`config.mk`:
```
export PLATFORM = sky130hd
export DESIGN_NAME = xor_checksum_frame_receiver_top
export DESIGN_NICKNAME = d
export VERILOG_FILES = /design/src/hdl/xcfr_pkg.sv /design/src/hdl/xor_checksum_frame_receiver_top.sv /design/src/hdl/xcfr_ram.sv /design/src/hdl/xcfr_front.sv /design/src/hdl/xcfr_queue.sv /design/src/hdl/xcfr_back.sv
export SDC_FILE = /design/constraint.sdc
export NUM_CORES = 2
export LEC_CHECK = 0
export BUFFER_PORTS_ARGS = -buffer_cell sky130_fd_sc_hd__buf_4
export CORE_ASPECT_RATIO = 0.5
export CORE_MARGIN = 2
export CORE_UTILIZATION = 35
export CTS_BUF_LIST = sky130_fd_sc_hd__clkbuf_16
export DETAILED_ROUTE_END_ITERATION = 12
export GPL_ROUTABILITY_DRIVEN = 0
export PLACE_DENSITY_LB_ADDON = 0.15
export SYNTH_ARGS = -nofsm -noshare
export SYNTH_HDL_FRONTEND = slang
export SYNTH_SLANG_ARGS = --single-unit
```
`constraint.sdc`:
```
create_clock -name clk -period 6.6 [get_ports clk]
set_clock_uncertainty 0.2 [all_clocks]
set_input_delay 0.33 -clock clk [delete_from_list [all_inputs] [get_ports clk]]
set_output_delay 0.33 -clock clk [all_outputs]
set_load 0.02 [all_outputs]
```
`src/hdl/xcfr_pkg.sv`:
```
// Shared types, constants and helper functions of the XOR checksum frame receiver.
`default_nettype none

package xcfr_pkg;

  localparam int MAX_FRAME   = 64;
  localparam int CNT_W       = $clog2(MAX_FRAME + 1);
  localparam int ADDR_W      = $clog2(MAX_FRAME);
  localparam int NUM_BANKS   = 2;
  localparam int RAM_AW      = ADDR_W + 1;
  localparam int RAM_DEPTH   = NUM_BANKS * (2 ** ADDR_W);
  localparam int QUEUE_DEPTH = NUM_BANKS;
  localparam int QPTR_W      = $clog2(QUEUE_DEPTH);
  localparam int QCNT_W      = $clog2(QUEUE_DEPTH + 1);
  localparam int HIST_LEN    = 4;

  localparam logic [7:0] START_BYTE = 8'h24;
  localparam logic [7:0] CR_BYTE    = 8'h0D;
  localparam logic [7:0] LF_BYTE    = 8'h0A;
  localparam logic [7:0] DIGIT_NINE = 8'h39;

  localparam logic signed [8:0] HEX_ALPHA_OFS = 9'sd55;
  localparam logic signed [8:0] HEX_NUM_OFS   = 9'sd48;

  localparam int MIN_TRIMMED = 12;
  localparam int MIN_RAW     = MIN_TRIMMED + 2;
  localparam int PAY_START   = 10;
  localparam int PAY_TAIL    = 15;

  localparam int POS_DST_HI  = 1;
  localparam int POS_DST_LO  = 2;
  localparam int POS_SRC_HI  = 3;
  localparam int POS_SRC_LO  = 4;
  localparam int POS_CMD_HI  = 6;
  localparam int POS_CMD_MID = 7;
  localparam int POS_CMD_LO  = 8;

  typedef enum logic [1:0] {
    ST_GOOD      = 2'd0,
    ST_BAD_SUM   = 2'd1,
    ST_TOO_LONG  = 2'd2,
    ST_TOO_SHORT = 2'd3
  } status_t;

  typedef enum logic [1:0] {
    BK_IDLE,
    BK_READ,
    BK_SHOW
  } back_state_t;

  typedef struct packed {
    status_t            status;
    logic [15:0]        dest_pair;
    logic [15:0]        source_pair;
    logic [23:0]        command_code;
    logic [CNT_W-1:0]   npay;
    logic               bank;
  } frame_desc_t;

  typedef struct packed {
    logic              en;
    logic [RAM_AW-1:0] addr;
    logic [7:0]        data;
  } ram_wr_t;

  function automatic logic signed [8:0] hex_val(input logic [7:0] d);
    logic signed [8:0] wide;
    wide = $signed({1'b0, d});
    if (d > DIGIT_NINE) begin
      return wide - HEX_ALPHA_OFS;
    end
    return wide - HEX_NUM_OFS;
  endfunction

endpackage

`default_nettype wire

```
`src/hdl/xor_checksum_frame_receiver_top.sv`:
```
// Top level of the XOR checksum frame receiver.
// The input channel takes one received byte per transaction (in_valid, in_stall, in_rx_byte).
// Bytes are dropped until a '$'; the frame then runs until a CR directly followed by an LF.
// The front part accepts a byte in every cycle while in_stall is low and writes it into one of two frame banks.
// When a frame ends, a descriptor with its status and header fields enters a two-entry queue.
// The back part turns each descriptor into results on the output channel, one per data byte
// of a good frame, or a single result for an empty good frame or an error.
// For a frame without data the back part goes from idle straight to showing its result; a frame
// with data first passes a read state, and so does each further data result, since the read of
// the frame memory is registered.
// in_stall rises while two finished frames still wait for their results, so a third frame
// cannot overwrite a bank that is still being read; otherwise input runs at one byte a cycle.
// When the receiver holds out_stall, the result and its fields stay unchanged until taken.
// After reset the block hunts for a '$' with an empty queue; the memory needs no clearing.
`default_nettype none

module xor_checksum_frame_receiver_top import xcfr_pkg::*; (
  input  logic        clk,
  input  logic        rst_n,
  input  logic        in_valid,
  output logic        in_stall,
  input  logic [7:0]  in_rx_byte,
  output logic        out_valid,
  input  logic        out_stall,
  output logic [1:0]  out_status,
  output logic [15:0] out_dest_pair,
  output logic [15:0] out_source_pair,
  output logic [23:0] out_command_code,
  output logic [7:0]  out_payload_byte,
  output logic        out_has_payload,
  output logic        out_last_of_frame
);

  logic              q_full;
  logic              q_empty;
  logic              byte_acc;
  ram_wr_t           ram_wr;
  logic              push;
  frame_desc_t       push_desc;
  logic              pop;
  frame_desc_t       head;
  logic [RAM_AW-1:0] rd_addr;
  logic [7:0]        rd_data;

  assign in_stall = q_full;
  assign byte_acc = in_valid && !q_full;

  xcfr_front u_front (
    .clk       (clk),
    .rst_n     (rst_n),
    .byte_acc  (byte_acc),
    .rx_byte   (in_rx_byte),
    .ram_wr    (ram_wr),
    .push      (push),
    .push_desc (push_desc)
  );

  xcfr_ram #(
    .WIDTH (8),
    .DEPTH (RAM_DEPTH)
  ) u_ram (
    .clk     (clk),
    .wr_en   (ram_wr.en),
    .wr_addr (ram_wr.addr),
    .wr_data (ram_wr.data),
    .rd_addr (rd_addr),
    .rd_data (rd_data)
  );

  xcfr_queue u_queue (
    .clk       (clk),
    .rst_n     (rst_n),
    .push      (push),
    .push_desc (push_desc),
    .pop       (pop),
    .head      (head),
    .full      (q_full),
    .empty     (q_empty)
  );

  xcfr_back u_back (
    .clk               (clk),
    .rst_n             (rst_n),
    .q_empty           (q_empty),
    .head              (head),
    .pop               (pop),
    .rd_addr           (rd_addr),
    .rd_data           (rd_data),
    .res_valid         (out_valid),
    .res_stall         (out_stall),
    .res_status        (out_status),
    .res_dest_pair     (out_dest_pair),
    .res_source_pair   (out_source_pair),
    .res_command_code  (out_command_code),
    .res_payload_byte  (out_payload_byte),
    .res_has_payload   (out_has_payload),
    .res_last_of_frame (out_last_of_frame)
  );

  a_bank_apart: assert property (@(posedge clk) disable iff (!rst_n)
    (ram_wr.en && !q_empty) |-> (ram_wr.addr[RAM_AW-1] != head.bank))
    else $error("Frame write hit the bank that is being read.");

  a_error_single: assert property (@(posedge clk) disable iff (!rst_n)
    (out_valid && out_status != ST_GOOD) |-> (out_last_of_frame && !out_has_payload))
    else $error("Error result is not a single final result.");

  a_empty_last: assert property (@(posedge clk) disable iff (!rst_n)
    (out_valid && !out_has_payload) |-> out_last_of_frame)
    else $error("Result without data is not the final one.");

  a_gap_after_last: assert property (@(posedge clk) disable iff (!rst_n)
    (out_valid && !out_stall && out_last_of_frame) |=> !out_valid)
    else $error("Result shown in the cycle after the final one was taken.");

endmodule

`default_nettype wire

```
`src/hdl/xcfr_ram.sv`:
```
// Generic single-write, single-read memory with registered read data.
`default_nettype none

module xcfr_ram #(
  parameter int WIDTH = 8,
  parameter int DEPTH = 128,
  localparam int AW = $clog2(DEPTH)
) (
  input  logic             clk,
  input  logic             wr_en,
  input  logic [AW-1:0]    wr_addr,
  input  logic [WIDTH-1:0] wr_data,
  input  logic [AW-1:0]    rd_addr,
  output logic [WIDTH-1:0] rd_data
);

  logic [WIDTH-1:0] mem_r [DEPTH];
  logic [WIDTH-1:0] rd_data_r;

  always_ff @(posedge clk) begin
    if (wr_en) begin
      mem_r[wr_addr] <= wr_data;
    end
    rd_data_r <= mem_r[rd_addr];
  end

  assign rd_data = rd_data_r;

endmodule

`default_nettype wire

```
`src/hdl/xcfr_front.sv`:
```
// Front part: frame hunting, byte storage, header capture and frame classification.
`default_nettype none

module xcfr_front import xcfr_pkg::*; (
  input  logic        clk,
  input  logic        rst_n,
  input  logic        byte_acc,
  input  logic [7:0]  rx_byte,
  output ram_wr_t     ram_wr,
  output logic        push,
  output frame_desc_t push_desc
);

  logic             in_frame_r, in_frame_nxt;
  logic             cr_seen_r, cr_seen_nxt;
  logic [CNT_W-1:0] count_r, count_nxt;
  logic [7:0]       xor_r, xor_nxt;
  logic             ovf_r, ovf_nxt;
  logic             bank_r, bank_nxt;
  logic [7:0]       hist_r [HIST_LEN];
  logic [7:0]       hist_nxt [HIST_LEN];
  logic [15:0]      dst_r, dst_nxt;
  logic [15:0]      src_r, src_nxt;
  logic [23:0]      cmd_r, cmd_nxt;

  logic              store_ok;
  logic              is_end;
  logic [CNT_W-1:0]  n_end;
  logic              ovf_end;
  logic [7:0]        calc;
  logic signed [8:0] hex_hi;
  logic signed [8:0] hex_lo;
  logic [12:0]       given;

  assign store_ok = count_r < CNT_W'(MAX_FRAME);
  assign is_end   = in_frame_r && cr_seen_r && (rx_byte == LF_BYTE);

  always_comb begin
    in_frame_nxt = in_frame_r;
    cr_seen_nxt  = cr_seen_r;
    count_nxt    = count_r;
    xor_nxt      = xor_r;
    ovf_nxt      = ovf_r;
    bank_nxt     = bank_r;
    hist_nxt     = hist_r;
    dst_nxt      = dst_r;
    src_nxt      = src_r;
    cmd_nxt      = cmd_r;
    ram_wr       = '0;
    push         = 1'b0;
    if (byte_acc) begin
      if (!in_frame_r) begin
        if (rx_byte == START_BYTE) begin
          in_frame_nxt = 1'b1;
          cr_seen_nxt  = 1'b0;
          count_nxt    = CNT_W'(1);
          xor_nxt      = '0;
          ovf_nxt      = 1'b0;
        end
      end else begin
        if (store_ok) begin
          ram_wr.en   = 1'b1;
          ram_wr.addr = {bank_r, count_r[ADDR_W-1:0]};
          ram_wr.data = rx_byte;
          count_nxt   = count_r + CNT_W'(1);
          xor_nxt     = xor_r ^ rx_byte;
          hist_nxt[0] = rx_byte;
          for (int i = 1; i < HIST_LEN; i++) begin
            hist_nxt[i] = hist_r[i-1];
          end
          case (count_r)
            CNT_W'(POS_DST_HI):  dst_nxt[15:8]  = rx_byte;
            CNT_W'(POS_DST_LO):  dst_nxt[7:0]   = rx_byte;
            CNT_W'(POS_SRC_HI):  src_nxt[15:8]  = rx_byte;
            CNT_W'(POS_SRC_LO):  src_nxt[7:0]   = rx_byte;
            CNT_W'(POS_CMD_HI):  cmd_nxt[23:16] = rx_byte;
            CNT_W'(POS_CMD_MID): cmd_nxt[15:8]  = rx_byte;
            CNT_W'(POS_CMD_LO):  cmd_nxt[7:0]   = rx_byte;
            default: ;
          endcase
        end else begin
          ovf_nxt = 1'b1;
        end
        cr_seen_nxt = (rx_byte == CR_BYTE);
        if (is_end) begin
          push         = 1'b1;
          in_frame_nxt = 1'b0;
          cr_seen_nxt  = 1'b0;
          count_nxt    = '0;
          xor_nxt      = '0;
          ovf_nxt      = 1'b0;
          bank_nxt     = ~bank_r;
        end
      end
    end
  end

  // The terminating LF is the byte arriving now, so the history holds the CR, both hex digits
  // and the separator. XORing those out of the running sum leaves the checksummed span.
  assign n_end   = store_ok ? count_r + CNT_W'(1) : count_r;
  assign ovf_end = ovf_r | ~store_ok;
  assign calc    = xor_r ^ hist_r[0] ^ hist_r[1] ^ hist_r[2] ^ hist_r[3];
  assign hex_hi  = hex_val(hist_r[2]);
  assign hex_lo  = hex_val(hist_r[1]);
  assign given   = {hex_hi, 4'b0000} + {{4{hex_lo[8]}}, hex_lo};

  always_comb begin
    push_desc      = '0;
    push_desc.bank = bank_r;
    if (ovf_end) begin
      push_desc.status = ST_TOO_LONG;
    end else if (n_end < CNT_W'(MIN_RAW)) begin
      push_desc.status = ST_TOO_SHORT;
    end else if (given != {5'b00000, calc}) begin
      push_desc.status = ST_BAD_SUM;
    end else begin
      push_desc.status       = ST_GOOD;
      push_desc.dest_pair    = dst_r;
      push_desc.source_pair  = src_r;
      push_desc.command_code = cmd_r;
      if (n_end > CNT_W'(PAY_TAIL)) begin
        push_desc.npay = n_end - CNT_W'(PAY_TAIL);
      end
    end
  end

  always_ff @(posedge clk) begin
    if (!rst_n) begin
      in_frame_r <= 1'b0;
      cr_seen_r  <= 1'b0;
      count_r    <= '0;
      xor_r      <= '0;
      ovf_r      <= 1'b0;
      bank_r     <= 1'b0;
    end else begin
      in_frame_r <= in_frame_nxt;
      cr_seen_r  <= cr_seen_nxt;
      count_r    <= count_nxt;
      xor_r      <= xor_nxt;
      ovf_r      <= ovf_nxt;
      bank_r     <= bank_nxt;
    end
  end

  always_ff @(posedge clk) begin
    hist_r <= hist_nxt;
    dst_r  <= dst_nxt;
    src_r  <= src_nxt;
    cmd_r  <= cmd_nxt;
  end

endmodule

`default_nettype wire

```
`src/hdl/xcfr_queue.sv`:
```
// Short queue of frame descriptors between the front and back parts.
`default_nettype none

module xcfr_queue import xcfr_pkg::*; (
  input  logic        clk,
  input  logic        rst_n,
  input  logic        push,
  input  frame_desc_t push_desc,
  input  logic        pop,
  output frame_desc_t head,
  output logic        full,
  output logic        empty
);

  frame_desc_t       entries_r [QUEUE_DEPTH];
  logic [QPTR_W-1:0] wr_ptr_r, wr_ptr_nxt;
  logic [QPTR_W-1:0] rd_ptr_r, rd_ptr_nxt;
  logic [QCNT_W-1:0] cnt_r, cnt_nxt;

  assign full  = cnt_r == QCNT_W'(QUEUE_DEPTH);
  assign empty = cnt_r == '0;
  assign head  = entries_r[rd_ptr_r];

  always_comb begin
    wr_ptr_nxt = wr_ptr_r;
    rd_ptr_nxt = rd_ptr_r;
    cnt_nxt    = cnt_r;
    if (push) begin
      wr_ptr_nxt = (wr_ptr_r == QPTR_W'(QUEUE_DEPTH - 1)) ? '0 : wr_ptr_r + QPTR_W'(1);
    end
    if (pop) begin
      rd_ptr_nxt = (rd_ptr_r == QPTR_W'(QUEUE_DEPTH - 1)) ? '0 : rd_ptr_r + QPTR_W'(1);
    end
    if (push && !pop) begin
      cnt_nxt = cnt_r + QCNT_W'(1);
    end else if (pop && !push) begin
      cnt_nxt = cnt_r - QCNT_W'(1);
    end
  end

  always_ff @(posedge clk) begin
    if (!rst_n) begin
      wr_ptr_r <= '0;
      rd_ptr_r <= '0;
      cnt_r    <= '0;
    end else begin
      wr_ptr_r <= wr_ptr_nxt;
      rd_ptr_r <= rd_ptr_nxt;
      cnt_r    <= cnt_nxt;
    end
  end

  always_ff @(posedge clk) begin
    if (push) begin
      entries_r[wr_ptr_r] <= push_desc;
    end
  end

endmodule

`default_nettype wire

```
`src/hdl/xcfr_back.sv`:
```
// Back part: walks the stored data bytes of each queued frame and presents the results.
`default_nettype none

module xcfr_back import xcfr_pkg::*; (
  input  logic              clk,
  input  logic              rst_n,
  input  logic              q_empty,
  input  frame_desc_t       head,
  output logic              pop,
  output logic [RAM_AW-1:0] rd_addr,
  input  logic [7:0]        rd_data,
  output logic              res_valid,
  input  logic              res_stall,
  output logic [1:0]        res_status,
  output logic [15:0]       res_dest_pair,
  output logic [15:0]       res_source_pair,
  output logic [23:0]       res_command_code,
  output logic [7:0]        res_payload_byte,
  output logic              res_has_payload,
  output logic              res_last_of_frame
);

  back_state_t      state_r, state_nxt;
  logic [CNT_W-1:0] idx_r, idx_nxt;
  logic [7:0]       pay_r;
  logic             has_r;
  logic             last_r;
  logic             load_none;
  logic             load_pay;

  always_comb begin
    state_nxt = state_r;
    unique case (state_r)
      BK_IDLE: begin
        if (!q_empty) begin
          state_nxt = (head.npay == '0) ? BK_SHOW : BK_READ;
        end
      end
      BK_READ: state_nxt = BK_SHOW;
      BK_SHOW: begin
        if (!res_stall) begin
          state_nxt = last_r ? BK_IDLE : BK_READ;
        end
      end
      default: state_nxt = BK_IDLE;
    endcase
  end

  always_comb begin
    load_none = 1'b0;
    load_pay  = 1'b0;
    pop       = 1'b0;
    idx_nxt   = idx_r;
    unique case (state_r)
      BK_IDLE: begin
        idx_nxt   = '0;
        load_none = !q_empty && (head.npay == '0);
      end
      BK_READ: load_pay = 1'b1;
      BK_SHOW: begin
        if (!res_stall) begin
          pop = last_r;
          if (!last_r) begin
            idx_nxt = idx_r + CNT_W'(1);
          end
        end
      end
      default: ;
    endcase
  end

  assign rd_addr = {head.bank, ADDR_W'(PAY_START) + idx_nxt[ADDR_W-1:0]};

  always_ff @(posedge clk) begin
    if (!rst_n) begin
      state_r <= BK_IDLE;
      idx_r   <= '0;
    end else begin
      state_r <= state_nxt;
      idx_r   <= idx_nxt;
    end
  end

  always_ff @(posedge clk) begin
    if (load_none) begin
      pay_r  <= '0;
      has_r  <= 1'b0;
      last_r <= 1'b1;
    end else if (load_pay) begin
      pay_r  <= rd_data;
      has_r  <= 1'b1;
      last_r <= (idx_r + CNT_W'(1)) == head.npay;
    end
  end

  assign res_valid         = state_r == BK_SHOW;
  assign res_status        = head.status;
  assign res_dest_pair     = head.dest_pair;
  assign res_source_pair   = head.source_pair;
  assign res_command_code  = head.command_code;
  assign res_payload_byte  = pay_r;
  assign res_has_payload   = has_r;
  assign res_last_of_frame = last_r;

endmodule

`default_nettype wire
```
==> impl_metrics.py <==
metrics = {
    "yosys": {
        "synthCells": 3817,
        "synth_area_leaders": "edfxtp_1 (71%), nand2_1 (5.6%), nand3_1 (2.2%)",
        "syn_nets": 3855,
        "async_flop_share_pct": 0,
        "yosysTopAreaCellShare_pct": 70.64,
        "ys_types": 75,
        "synth_flop_cell": "edfxtp_1",
        "ys_seq_area_share_pct": 72.57,
        "synth_edf_count": 1244,
        "syn_avg_cell_area_um2": 13.85,
        "synth_top_area_cell": "edfxtp_1",
        "yosysWarnings": 0,
        "yosys_register_bits": 1295,
        "syn-cell-area_um2": 52880,
    },
    "sta": {
        "hold_viol": 0,
        "worst_slack_ps": 1227,
        "tns_ps": 0,
        "hold_slack_ps": 261.7,
        "finalCritPeriodShare_pct": 81.41,
        "period_minus_slack_ps": 5373,
        "setup_viol": 0,
        "max-slew-margin-rel_pct": 14.33,
        "max_freq_ghz": 0.1861,
        "worstMarginPinSlew_ps": 1282,
        "slew_viol_final": 0,
        "rsz0062_at_grt": "false",
    },
    "setup_path": {
        "arrival_ps": 5790,
        "required_ps": 7010,
        "start_kind": "flip-flop",
        "path_class": "reg2reg",
        "rr_worst_depth": 10,
        "worst_setup_path_end_kind": "flip-flop",
        "path_max_fanout": 44,
    },
    "clock_network": {
        "cts.repair.resized": 0,
        "cts_tree": "built",
        "clkSinkCount": 1295,
        "ctsHoldBuffers": 12,
        "numCtsBuffers": 120,
        "clk_latency_ps": 760,
        "postCtsSetupRepairBufs": 0,
        "htreeDepth": 3,
        "clk_transition_reported_paths_ps": 60,
        "cts-root-buf": "clkbuf_16",
        "clock_path_buffers": 3,
    },
    "layout": {
        "fin_util_pct": 39.93,
        "nets": 3905,
        "nFillCells": 13930,
        "regArea_um2": 38380,
        "mostFrequentLayoutCells": "edfxtp_1 (1244), nand2_1 (791), nand3_1 (227), nor2_1 (200), buf_4 (150)",
        "area_growth_syn_to_layout_pct": 12.79,
        "final_common_cell": "edfxtp_1",
        "drive_above_1_share_pct": 11.47,
        "n_antenna_cell": 0,
        "multi_input_comb_area_um2": 13480,
        "postLayoutCellArea_um2": 59650,
    },
    "grt": {
        "first_global_vias": 31010,
        "grt_usage_pct": 19.76,
        "overflow": 0,
        "grt_pass1_wl_um": 223700,
        "grt_max_degree": 125,
        "antenna_found_initial": 7,
    },
    "hold_path": {
        "hp-class": "reg2reg",
        "worstHoldPathCells": 2,
    },
    "route": {
        "ant_nets": 0,
        "drtPass1Iterations": 8,
        "route.detailed.drc": 0,
        "routed_wl_um": 155000,
        "vias_per_cell": 5.405,
        "wl_per_cell_um": 26.02,
        "wl_met2_um": 69660,
        "dr_wl_met3_um": 11520,
        "routed.top_layer": "met4",
        "via_count": 32190,
        "wl_met1_um": 71130,
        "drt_iter0_markers": 3396,
    },
    "power_and_ir_drop": {
        "powerDensity_nw_per_um2": 264.2,
        "leakagePower_nw": 20.95,
        "ir_drop_mv": 0.1965,
    },
    "placement": {
        "dp_slack_ps": 1208,
        "placed_area_um2": 55740,
        "hpwl_um": 94430,
        "io_buffers": 81,
    },
    "die": {
        "die_area_um2": 154400,
        "core_region_area_um2": 149400,
        "dieHeight_um": 278.9,
        "die_width_um": 553.7,
        "rows": 100,
        "initial_core_util_pct": 35.40,
        "ioPinCount": 82,
    },
    "flow_run": {
        "maxCapViolations": 0,
    },
    "run_status": {
        "status": "complete, no violations",
    },
}
[registers in the layout (all words and copies together) (netlist names), 16 cells and up, named ones only]
register / flops
u_ram.mem_r: 1024
u_queue.entries_r: 132
u_front.hist_r: 32
u_front.dst_r: 16
u_front.src_r: 16
u_front.cmd_r: 24
[where the power goes]
part / total (W) / switching (W) / internal, W / leakage, nW
combinational: 0.0000390 / 0.0000274 / 0.0000117 / 4.49
clock: 0.00685 / 0.00311 / 0.00375 / 1.96
sequential: 0.00887 / 0.000000316 / 0.00887 / 14.5
total: 0.0158 / 0.00314 / 0.0126 / 21.0
[final timing paths]
check / from / to / slack (ps)
max reg2reg: u_back.state_r[1]$_SDFFE_PN0P_ / u_ram.rd_data[2]$_DFF_P_ / 1230
min: u_back.res_payload_byte[4]$_SDFFE_PP0N_ / u_back.res_payload_byte[4]$_SDFFE_PP0N_ / 260
min reg2reg: u_back.res_payload_byte[4]$_SDFFE_PP0N_ / u_back.res_payload_byte[4]$_SDFFE_PP0N_ / 260
max: u_back.state_r[1]$_SDFFE_PN0P_ / u_ram.rd_data[2]$_DFF_P_ / 1230
[logic make-up (layout without fill, tap and decap cells)]
group                    count (synthesis)  in the layout  synth area share, %
AO/OA/AOI/OAI                          450            450                6.078
XOR/XNOR                                81             81                1.342
adder cells (fa/ha/maj)                 26             26               0.6293
buffers and inverters                  263            413                2.179
flip-flops                            1295           1295                72.57
multiplexers                           199            199                4.618
AND/OR/NAND/NOR                       1503           1503                12.58
[synth_stat cells, types with 19 or more instances]
| cell type | n |
|---|---|
| xor2_1 | 19 |
| mux2_2 | 60 |
| nand2_1 | 791 |
| edfxtp_1 | 1244 |
| nand3_1 | 229 |
| inv_1 | 19 |
| o21ai_0 | 33 |
| xnor2_1 | 62 |
| nor3_1 | 38 |
| mux4_2 | 30 |
| clkbuf_1 | 134 |
| a31oi_1 | 35 |
| nor2_1 | 200 |
| dfxtp_1 | 51 |
| ha_1 | 25 |
| a21oi_1 | 131 |
| and2_1 | 64 |
| buf_1 | 24 |
| a311oi_1 | 80 |
| mux2i_1 | 109 |
| a221oi_1 | 71 |
| a211oi_1 | 19 |
| buf_2 | 69 |
| and3_1 | 106 |
[through the flow]
stage               std cells  total power (W)
CTS                      5956          0.01589
global route             5956          0.01620
finish                   5956          0.01576
global placement         5722         0.009080
detailed placement       5722         0.009080
floorplan                3817         0.009054
[cell type report]
class / instances / share of cell area, %
tap: 1989 / 4.172
sequential: 1295 / 64.35
clock inverter: 99 / 1.187
timing repair buffer: 171 / 2.391
clock buffer: 123 / 5.160
multi-input combinational: 2259 / 22.61
inverter: 20 / 0.1343
[worst max-delay path, stage by stage, from the launching register on]
cell       delay [ps]
dfxtp_1           710
or4b_1            650
o221a_4           490
inv_6             260
buf_4             410
buf_4             560
a221oi_1          180
a311oi_1          660
a211oi_1          240
nor4_1            660
o2111ai_1         180
[routing by layer]
metal,track usage (%),up-vias
li1,-,14410
met1,28.41,16510
met2,30.55,1096
met3,4.570,180
met4,4.073,0
met5,0,-
No activity file was read; power rests on OpenSTA's default activity.
